**src/hw/rtl/pmflru_pkg.sv**
```systemverilog
// Shared types and constants for the paged memory replacement core.
package pmflru_pkg;

	localparam int unsigned DATA_W = 32;
	localparam int unsigned ADDR_W = 6;
	localparam int unsigned FRAME_OUT_W = 2;
	localparam int unsigned PAGE_OUT_W = 3;

	// Memory geometry
	localparam int unsigned NUM_FRAMES = 4;
	localparam int unsigned NUM_PAGES  = 8;
	localparam int unsigned PAGE_WORDS = 8;

	// Access kinds
	localparam logic REQ_READ  = 1'b0;
	localparam logic REQ_WRITE = 1'b1;

	// Replacement policy codes
	localparam logic POLICY_FIFO = 1'b0;
	localparam logic POLICY_LRU  = 1'b1;

	typedef struct packed {
		logic                     req_type;
		logic [ADDR_W-1:0]        address;
		logic signed [DATA_W-1:0] write_value;
	} req_t;

	typedef struct packed {
		logic signed [DATA_W-1:0] read_data;
		logic                     page_fault;
		logic [FRAME_OUT_W-1:0]   frame_used;
		logic                     evicted;
		logic [PAGE_OUT_W-1:0]    victim_page;
		logic                     writeback;
	} rsp_t;

	// Commands from the controller to the datapath
	typedef struct packed {
		logic load;
		logic exec;
		logic show;
	} ctrl_cmd_t;

endpackage

```
**src/hw/rtl/pmflru_ctrl.sv**
```systemverilog
// Sequencing state machine: accept, execute, present one result.
module pmflru_ctrl (
	input  logic                 clk,
	input  logic                 arst_n,
	input  logic                 start,
	output logic                 busy,
	output logic                 done,
	output pmflru_pkg::ctrl_cmd_t cmd
);
	import pmflru_pkg::*;

	typedef enum logic [2:0] {
		ST_IDLE = 3'b001,
		ST_EXEC = 3'b010,
		ST_DONE = 3'b100
	} state_t;

	state_t state_q, state_d;

	// Decode next state and commands
	always_comb begin
		state_d  = state_q;
		cmd.load = 1'b0;
		cmd.exec = 1'b0;
		cmd.show = 1'b0;
		busy     = 1'b1;
		case (state_q)
			ST_IDLE: begin
				busy = 1'b0;
				if (start) begin
					cmd.load = 1'b1;
					state_d  = ST_EXEC;
				end
			end
			ST_EXEC: begin
				cmd.exec = 1'b1;
				state_d  = ST_DONE;
			end
			ST_DONE: begin
				// Show the result and take the next transaction at once
				busy     = 1'b0;
				cmd.show = 1'b1;
				if (start) begin
					cmd.load = 1'b1;
					state_d  = ST_EXEC;
				end else begin
					state_d = ST_IDLE;
				end
			end
			default: begin
				state_d = ST_IDLE;
			end
		endcase
	end

	assign done = cmd.show;

	// Hold state
	always_ff @(posedge clk or negedge arst_n) begin
		if (!arst_n) begin
			state_q <= ST_IDLE;
		end else begin
			state_q <= state_d;
		end
	end

endmodule

```
**src/hw/rtl/pmflru_dp.sv**
```systemverilog
// Datapath: frame table, page flags, replacement ages and page word memory.
module pmflru_dp (
	input  logic                  clk,
	input  logic                  arst_n,
	input  pmflru_pkg::ctrl_cmd_t cmd,
	input  pmflru_pkg::req_t      req,
	input  logic                  cfg_we,
	input  logic                  cfg_wdata,
	output pmflru_pkg::rsp_t      result
);
	import pmflru_pkg::*;

	localparam int unsigned FR_W   = $clog2(NUM_FRAMES);
	localparam int unsigned VPN_W  = $clog2(NUM_PAGES);
	localparam int unsigned OFF_W  = $clog2(PAGE_WORDS);
	localparam int unsigned AGE_W  = $clog2(NUM_FRAMES + 1);
	localparam int unsigned MEM_D  = NUM_PAGES * PAGE_WORDS;
	localparam int unsigned MEM_AW = $clog2(MEM_D);

	// Registered state
	req_t                     req_q;
	logic                     use_lru_q;
	logic [NUM_FRAMES-1:0]    occ_q;
	logic [VPN_W-1:0]         fpage_q [NUM_FRAMES];
	logic [AGE_W-1:0]         fifo_q  [NUM_FRAMES];
	logic [AGE_W-1:0]         lru_q   [NUM_FRAMES];
	logic [NUM_PAGES-1:0]     res_q;
	logic [NUM_PAGES-1:0]     dirty_q;
	logic [MEM_D-1:0]         wvalid_q;
	logic signed [DATA_W-1:0] mem [MEM_D];

	// Result registers
	logic signed [DATA_W-1:0] rd_q;
	logic                     rdv_q;
	logic                     fault_q;
	logic [FR_W-1:0]          frame_q;
	logic                     evict_q;
	logic [VPN_W-1:0]         victim_q;
	logic                     wb_q;

	// Lookup and update signals
	logic [OFF_W-1:0]      off;
	logic [VPN_W-1:0]      vpn;
	logic [MEM_AW-1:0]     maddr;
	logic                  hit;
	logic [FR_W-1:0]       hit_f;
	logic                  has_empty;
	logic [FR_W-1:0]       empty_f;
	logic [AGE_W-1:0]      best;
	logic [FR_W-1:0]       vict_f;
	logic [FR_W-1:0]       frame;
	logic                  fault;
	logic                  evict;
	logic [VPN_W-1:0]      victim;
	logic                  wb;
	logic [NUM_FRAMES-1:0] occ_n;
	logic [VPN_W-1:0]      fpage_n [NUM_FRAMES];
	logic [AGE_W-1:0]      fifo_n  [NUM_FRAMES];
	logic [AGE_W-1:0]      lru_n   [NUM_FRAMES];
	logic [AGE_W-1:0]      lru_touch [NUM_FRAMES];
	logic [AGE_W-1:0]      mine;
	logic [AGE_W-1:0]      sel_age;

	// Split the address into page and offset, wrap the page number
	always_comb begin
		off   = req_q.address[OFF_W-1:0];
		vpn   = VPN_W'(req_q.address >> OFF_W);
		maddr = {vpn, off};
	end

	// Search frames, pick a frame and work out the new ages
	always_comb begin
		hit       = 1'b0;
		hit_f     = '0;
		has_empty = 1'b0;
		empty_f   = '0;
		best      = '0;
		vict_f    = '0;
		sel_age   = '0;
		for (int i = 0; i < NUM_FRAMES; i++) begin
			if (!hit && res_q[vpn] && occ_q[i] && (fpage_q[i] == vpn)) begin
				hit   = 1'b1;
				hit_f = FR_W'(i);
			end
			if (!has_empty && !occ_q[i]) begin
				has_empty = 1'b1;
				empty_f   = FR_W'(i);
			end
			sel_age = (use_lru_q == POLICY_LRU) ? lru_q[i] : fifo_q[i];
			if (sel_age > best) begin
				best   = sel_age;
				vict_f = FR_W'(i);
			end
		end

		occ_n   = occ_q;
		fpage_n = fpage_q;
		fifo_n  = fifo_q;
		lru_n   = lru_q;
		fault   = !hit;
		evict   = 1'b0;
		victim  = '0;
		wb      = 1'b0;
		frame   = hit_f;
		if (!hit && has_empty) begin
			// Fill the lowest empty frame and age the others
			frame = empty_f;
			for (int i = 0; i < NUM_FRAMES; i++) begin
				if (occ_q[i]) begin
					fifo_n[i] = fifo_q[i] + AGE_W'(1);
					lru_n[i]  = lru_q[i] + AGE_W'(1);
				end
			end
			occ_n[empty_f]   = 1'b1;
			fpage_n[empty_f] = vpn;
			fifo_n[empty_f]  = AGE_W'(1);
			lru_n[empty_f]   = AGE_W'(1);
		end else if (!hit) begin
			// Replace the oldest frame under the active policy
			frame  = vict_f;
			evict  = 1'b1;
			victim = fpage_q[vict_f];
			wb     = dirty_q[fpage_q[vict_f]];
			for (int i = 0; i < NUM_FRAMES; i++) begin
				if (FR_W'(i) != vict_f) begin
					if (use_lru_q == POLICY_LRU) begin
						if (lru_q[i] < AGE_W'(NUM_FRAMES))
							lru_n[i] = lru_q[i] + AGE_W'(1);
					end else begin
						if (fifo_q[i] < AGE_W'(NUM_FRAMES))
							fifo_n[i] = fifo_q[i] + AGE_W'(1);
					end
				end
			end
			if (use_lru_q == POLICY_LRU)
				lru_n[vict_f] = AGE_W'(1);
			else
				fifo_n[vict_f] = AGE_W'(1);
			fpage_n[vict_f] = vpn;
		end

		// Make the chosen frame the most recently used
		mine      = lru_n[frame];
		lru_touch = lru_n;
		for (int i = 0; i < NUM_FRAMES; i++) begin
			if (occ_n[i] && (lru_n[i] < mine))
				lru_touch[i] = lru_n[i] + AGE_W'(1);
		end
		lru_touch[frame] = AGE_W'(1);
	end

	// Capture the request and the policy register
	always_ff @(posedge clk or negedge arst_n) begin
		if (!arst_n) begin
			use_lru_q <= POLICY_FIFO;
		end else if (cfg_we) begin
			use_lru_q <= cfg_wdata;
		end
	end

	always_ff @(posedge clk) begin
		if (cmd.load)
			req_q <= req;
	end

	// Update frame table, page flags and word valid bits
	always_ff @(posedge clk or negedge arst_n) begin
		if (!arst_n) begin
			occ_q    <= '0;
			res_q    <= '0;
			dirty_q  <= '0;
			wvalid_q <= '0;
			for (int i = 0; i < NUM_FRAMES; i++) begin
				fpage_q[i] <= '0;
				fifo_q[i]  <= '0;
				lru_q[i]   <= '0;
			end
		end else if (cmd.exec) begin
			occ_q   <= occ_n;
			fpage_q <= fpage_n;
			fifo_q  <= fifo_n;
			lru_q   <= lru_touch;
			if (evict) begin
				res_q[victim]   <= 1'b0;
				dirty_q[victim] <= 1'b0;
			end
			if (fault)
				res_q[vpn] <= 1'b1;
			if (req_q.req_type == REQ_WRITE) begin
				dirty_q[vpn]    <= 1'b1;
				wvalid_q[maddr] <= 1'b1;
			end
		end
	end

	// Word memory: write or read one word, registered read data
	always_ff @(posedge clk) begin
		if (cmd.exec) begin
			if (req_q.req_type == REQ_WRITE) begin
				mem[maddr] <= req_q.write_value;
				rd_q       <= req_q.write_value;
				rdv_q      <= 1'b1;
			end else begin
				rd_q  <= mem[maddr];
				rdv_q <= wvalid_q[maddr];
			end
		end
	end

	// Hold the result fields
	always_ff @(posedge clk) begin
		if (cmd.exec) begin
			fault_q  <= fault;
			frame_q  <= frame;
			evict_q  <= evict;
			victim_q <= victim;
			wb_q     <= wb;
		end
	end

	// Drive the result; a word never written reads as all ones
	always_comb begin
		result.read_data   = rdv_q ? rd_q : '1;
		result.page_fault  = fault_q;
		result.frame_used  = FRAME_OUT_W'(frame_q);
		result.evicted     = evict_q;
		result.victim_page = PAGE_OUT_W'(victim_q);
		result.writeback   = wb_q;
	end

endmodule

```
**src/hw/rtl/paged_memory_fifo_lru_replacement_core.sv**
```systemverilog
// done is raised in the DONE state, which follows the EXEC state after the accepting edge.
// A new transaction can be taken in the done cycle, while the previous result is shown.
// Each transaction passes through the EXEC state for the frame lookup/update and word memory access.
// Reset (arst_n low) empties all frames, clears page flags and ages, selects FIFO,
// and marks every word as never written (reads return all ones).
// The receiver cannot stall: done is high for exactly one cycle per transaction.
module paged_memory_fifo_lru_replacement_core (
	input  logic             clk,
	input  logic             arst_n,
	input  logic             start,
	output logic             busy,
	input  pmflru_pkg::req_t req,
	output logic             done,
	output pmflru_pkg::rsp_t result,
	input  logic             cfg_we,
	input  logic             cfg_wdata
);
	import pmflru_pkg::*;

	ctrl_cmd_t cmd;

	// Sequence each transaction
	pmflru_ctrl u_ctrl (
		.clk    (clk),
		.arst_n (arst_n),
		.start  (start),
		.busy   (busy),
		.done   (done),
		.cmd    (cmd)
	);

	// Frame table, ages and word memory
	pmflru_dp u_dp (
		.clk       (clk),
		.arst_n    (arst_n),
		.cmd       (cmd),
		.req       (req),
		.cfg_we    (cfg_we),
		.cfg_wdata (cfg_wdata),
		.result    (result)
	);

endmodule
```
**config.mk**
```make
export PLATFORM = sky130hd
export DESIGN_NAME = paged_memory_fifo_lru_replacement_core
export DESIGN_NICKNAME = d
export VERILOG_FILES = /design/src/hw/rtl/pmflru_pkg.sv /design/src/hw/rtl/pmflru_ctrl.sv /design/src/hw/rtl/pmflru_dp.sv /design/src/hw/rtl/paged_memory_fifo_lru_replacement_core.sv
export SDC_FILE = /design/constraint.sdc
export NUM_CORES = 2
export LEC_CHECK = 0
export BUFFER_PORTS_ARGS = -buffer_cell sky130_fd_sc_hd__buf_2
export CAP_MARGIN = 20
export CORE_UTILIZATION = 25
export CTS_CLUSTER_SIZE = 20
export DETAILED_ROUTE_END_ITERATION = 8
export HOLD_SLACK_MARGIN = 0.12
export PLACE_DENSITY = 0.43
export SYNTH_ARGS = -nofsm -noshare
export SYNTH_HDL_FRONTEND = slang
export SYNTH_SLANG_ARGS = --single-unit
export TNS_END_PERCENT = 100
```
**constraint.sdc**
```tcl
create_clock -name clk -period 19 [get_ports clk]
set_input_delay 1.9 -clock clk [delete_from_list [all_inputs] [get_ports clk]]
set_output_delay 1.9 -clock clk [all_outputs]
set_load 0.05 [all_outputs]
```
==> impl_results.md <==
* Synth Area per Inst at 17.13 um2
* Worst setup EP type: register
* CTS tree: built
* Vias in the first global route at 48670
* Drt wl/cell at 28.93 um
* CTS clk-pin slew, worst paths at 70 ps
* Initial antenna violation count at 16
* Maximum vdd ir drop at 0.0001298 V
* Area of the die at 340400 um2
* Worst Path Required at 19690 ps
* Least-Margin Pin Slew at 1165 ps
* FF+latch count, synth at 2252
* Drt drc at 0
* Max Transition Viols Final at 0
* Yosys Warn Count at 0
* IO Pins at 86
* Period Utilization, post-route at 43.61%
* Synth Instances at 4934
* Power Density at 146.6 nW/um2
* Reported max-cap violation count at 0
* Clock Tree Buf Depth at 4
* Most frequent cells in the layout: 2128 x edfxtp_1, 830 x a22oi_1, 233 x clkbuf_16
* Post-CTS sizing at 0
* Worst-path maximum fanout at 44
* Avg Vias per Cell at 5.011
* Clk_skew at 87.57 ps
* Tot Pwr at 14.43 mW
* Commonest non-fill, non-tap cell in the layout: edfxtp_1
* Wire length of the first global-routing pass at 392.1 mm
* Floorplan row count at 213
* Number of port buffers at 85
* Largest net degree at the start of global routing at 108
* Met2 Use GR at 26.48%
* Antenna Nets Post-Route at 0
* Post-synth cell types at 88
* Met3 usage at 2.569%
* Clk Latency, worst-skew pair at 890 ps
* Critical path arrival at 8980 ps
* Layout cells sized above 1 at 14.35%
* H-tree Lvls at 4
* Die Width at 583.5 um
* HP Class: register to register
* Async S/R FF share, synth at 5.506%
* Fillers at 33130
* Static leakage at 30.39 nW
* GRT Overall Usage at 16.17%
* CTS Buf Count at 230
* Startpoint type of the worst setup path: register
* GR peak layer: met2
* Primary FF master, synth: edfxtp_1
* GPL Wtd Cong at 0.7981
* Slew headroom at 22.16%
* CTS sink cnt at 2252
* M1 GR Usage at 22.45%
* Drt first-iter violations at 5320
* Final HPWL DP at 146.8 mm
* Setup CP Type: register to register
* DP Cell Count at 9378
* Syn nets at 5010
* Post-synthesis sequential area ratio at 79.27%
* Clock Tree Root: clkbuf_16
* Period minus WS final at 8285 ps
* P&R area growth vs syn at 16.50%
* Post-synth EDFFs at 2128
* Grt total ovfl at 0
* Setup Total Neg Slack at 0 ps
* Via count at 49070
* Setup Buffers After CTS at 0
* Final setup viols at 0
* DRT Pass-1 Iters at 5
* RSZ-0062 raised after global routing: false
* Outcome: finished, final reports clean
* Starting Density at 25.11%
* Hold buffer count at cts at 0
* Final Hold Fails at 0
* Mapped Area at 84520 um2
* Final #Nets at 5171
* Max Fclk at 0.1207 GHz
* Final Routed Wirelength at 283.4 mm
* Die Y at 583.5 um
* Core box area at 336600 um2
* Non-filler instance count after layout at 9794
-- worst max-delay path, stage by stage, from the launching register on --
cell      delay (ps)
dfrtp_1          330
buf_4            430
mux2i_1          440
ha_1             310
and3b_1          210
o21ai_0          560
o21ai_0          240
ha_1             380
nand3_1          150
a21boi_0         610
nand2_1          120
o21a_1           140
ha_1             300
nor2b_1          160
o31a_1           320
nand2_1          440
a221oi_2         180
nor3_2           600
inv_2            240
nor2_1           160
nor2_1            60
o21ai_0          630
ha_1             390
or3_1            390
a22o_1           190
nand2_1           70
o31ai_1           70
-- cell families (layout without fill, tap and decap cells) --
logic type | count (synthesis) | in the layout | synth area share, %
multiplexers | 36 | 36 | 0.5048
adder cells (fa/ha/maj) | 34 | 34 | 0.4988
buffers and inverters | 372 | 712 | 1.705
flip-flops | 2252 | 2252 | 79.27
AO/OA/AOI/OAI | 1479 | 1479 | 13.20
other | 0 | 5 | 0
AND/OR/NAND/NOR | 743 | 743 | 4.636
XOR/XNOR | 18 | 18 | 0.1865
-- layer usage --
metal | routed length, um | share of wire (%)
met1 | 125600 | 44
met3 | 17450 | 6.2
met5 | 0 | 0
met2 | 134600 | 48
met4 | 5661 | 2.0
-- report_power, final --
part	internal, mW	total, mW	switching, mW
sequential	5.85	5.95	0.0996
combinational	1.17	4.05	2.88
clock	2.52	4.43	1.91
total	9.54	14.4	4.89
-- path summary, 6_finish.rpt --
| check | start | endpoint | slack, ps | cells past startpoint |
|---|---|---|---|---|
| max | u_dp.use_lru_q | u_dp.lru_q[7] | 10710 | 26 |
| min | u_dp.wvalid_q[5] | u_dp.wvalid_q[5] | 470 | 1 |
| max reg2reg | u_dp.use_lru_q | u_dp.lru_q[7] | 10710 | 26 |
| min reg2reg | u_dp.wvalid_q[5] | u_dp.wvalid_q[5] | 470 | 1 |
| max in group asynchronous | arst_n | u_dp.wvalid_q[32] | 16430 | 2 |
| min in group asynchronous | arst_n | u_dp.wvalid_q[13] | 1070 | 1 |
-- flip-flops by register name (all words and copies together), names as in the netlist --
register and cells:
u_dp.mem 2048, u_dp.wvalid_q 64, u_dp.req_q 33, u_dp.rd_q 32
u_dp.fifo_q 12, u_dp.fpage_q 12, u_dp.lru_q 12, u_dp.dirty_q 8
u_dp.res_q 8, u_dp.maddr 6, u_dp.occ_q 4, u_ctrl.state_q 3
u_dp.victim_q 3, u_dp.frame_q 2, u_dp.evict_q 1, u_dp.fault_q 1
u_dp.rdv_q 1, u_dp.use_lru_q 1, u_dp.wb_q 1
-- per-stage QoR --
stage / setup WS [ps] / utilization, % / cell area, um2 / hold WS, ps
6_report: 10710 / 29.25 / 98470 / 465.4
5_1_grt: 10340 / 29.25 / 98460 / 474.0
4_1_cts: 10920 / 29.25 / 98460 / 467.3
3_5_place_dp: 10970 / 27.12 / 91290 / 452.4
3_3_place_gp: 11050 / 27.11 / 91260 / 451.0
2_1_floorplan: 12330 / - / 84520 / 438.7
-- cell usage after synthesis, types with 4 or more instances --
library cell	count	area, um2
buf_2	9	45.04
nor2b_1	12	75.07
a211oi_1	9	67.56
a31oi_1	48	300.3
a22o_1	129	1130
nand4b_1	22	192.7
xnor2_1	15	131.4
inv_1	37	138.9
dfrtp_1	123	3078
o2111ai_1	4	35.03
and3_1	7	43.79
mux2i_1	13	130.1
mux2_2	19	214.0
a41oi_1	24	210.2
nor3_1	22	110.1
buf_1	103	386.6
nand3_1	45	225.2
nand2_1	111	416.7
a221oi_1	127	1112
o31ai_1	6	45.04
edfxtp_1	2128	63900
and2_1	7	43.79
ha_1	32	400.4
a21o_1	14	105.1
a32o_1	24	240.2
nand4_1	202	1264
nor2_1	189	709.4
a21oi_1	113	565.5
clkbuf_1	214	803.3
o21ai_0	45	225.2
or2_2	68	425.4
nand2b_1	33	206.5
o211ai_1	44	330.3
a22oi_1	830	6231
nor3b_1	5	37.54
o22ai_1	16	100.1
-- cell type report --
cell class	instances	area, um2	area share (%)
clock buffers	285	6066	6.160
clock inverters	126	1100	1.117
flip-flops and latches	2252	67010	68.05
inverters	40	150.1	0.1525
diodes	5	12.51	0.01271
repair buffers	261	1861	1.889
well taps	4515	5649	5.737
multi-input cells	2310	16620	16.88
Note: power is estimated with default switching activity, not from simulation.
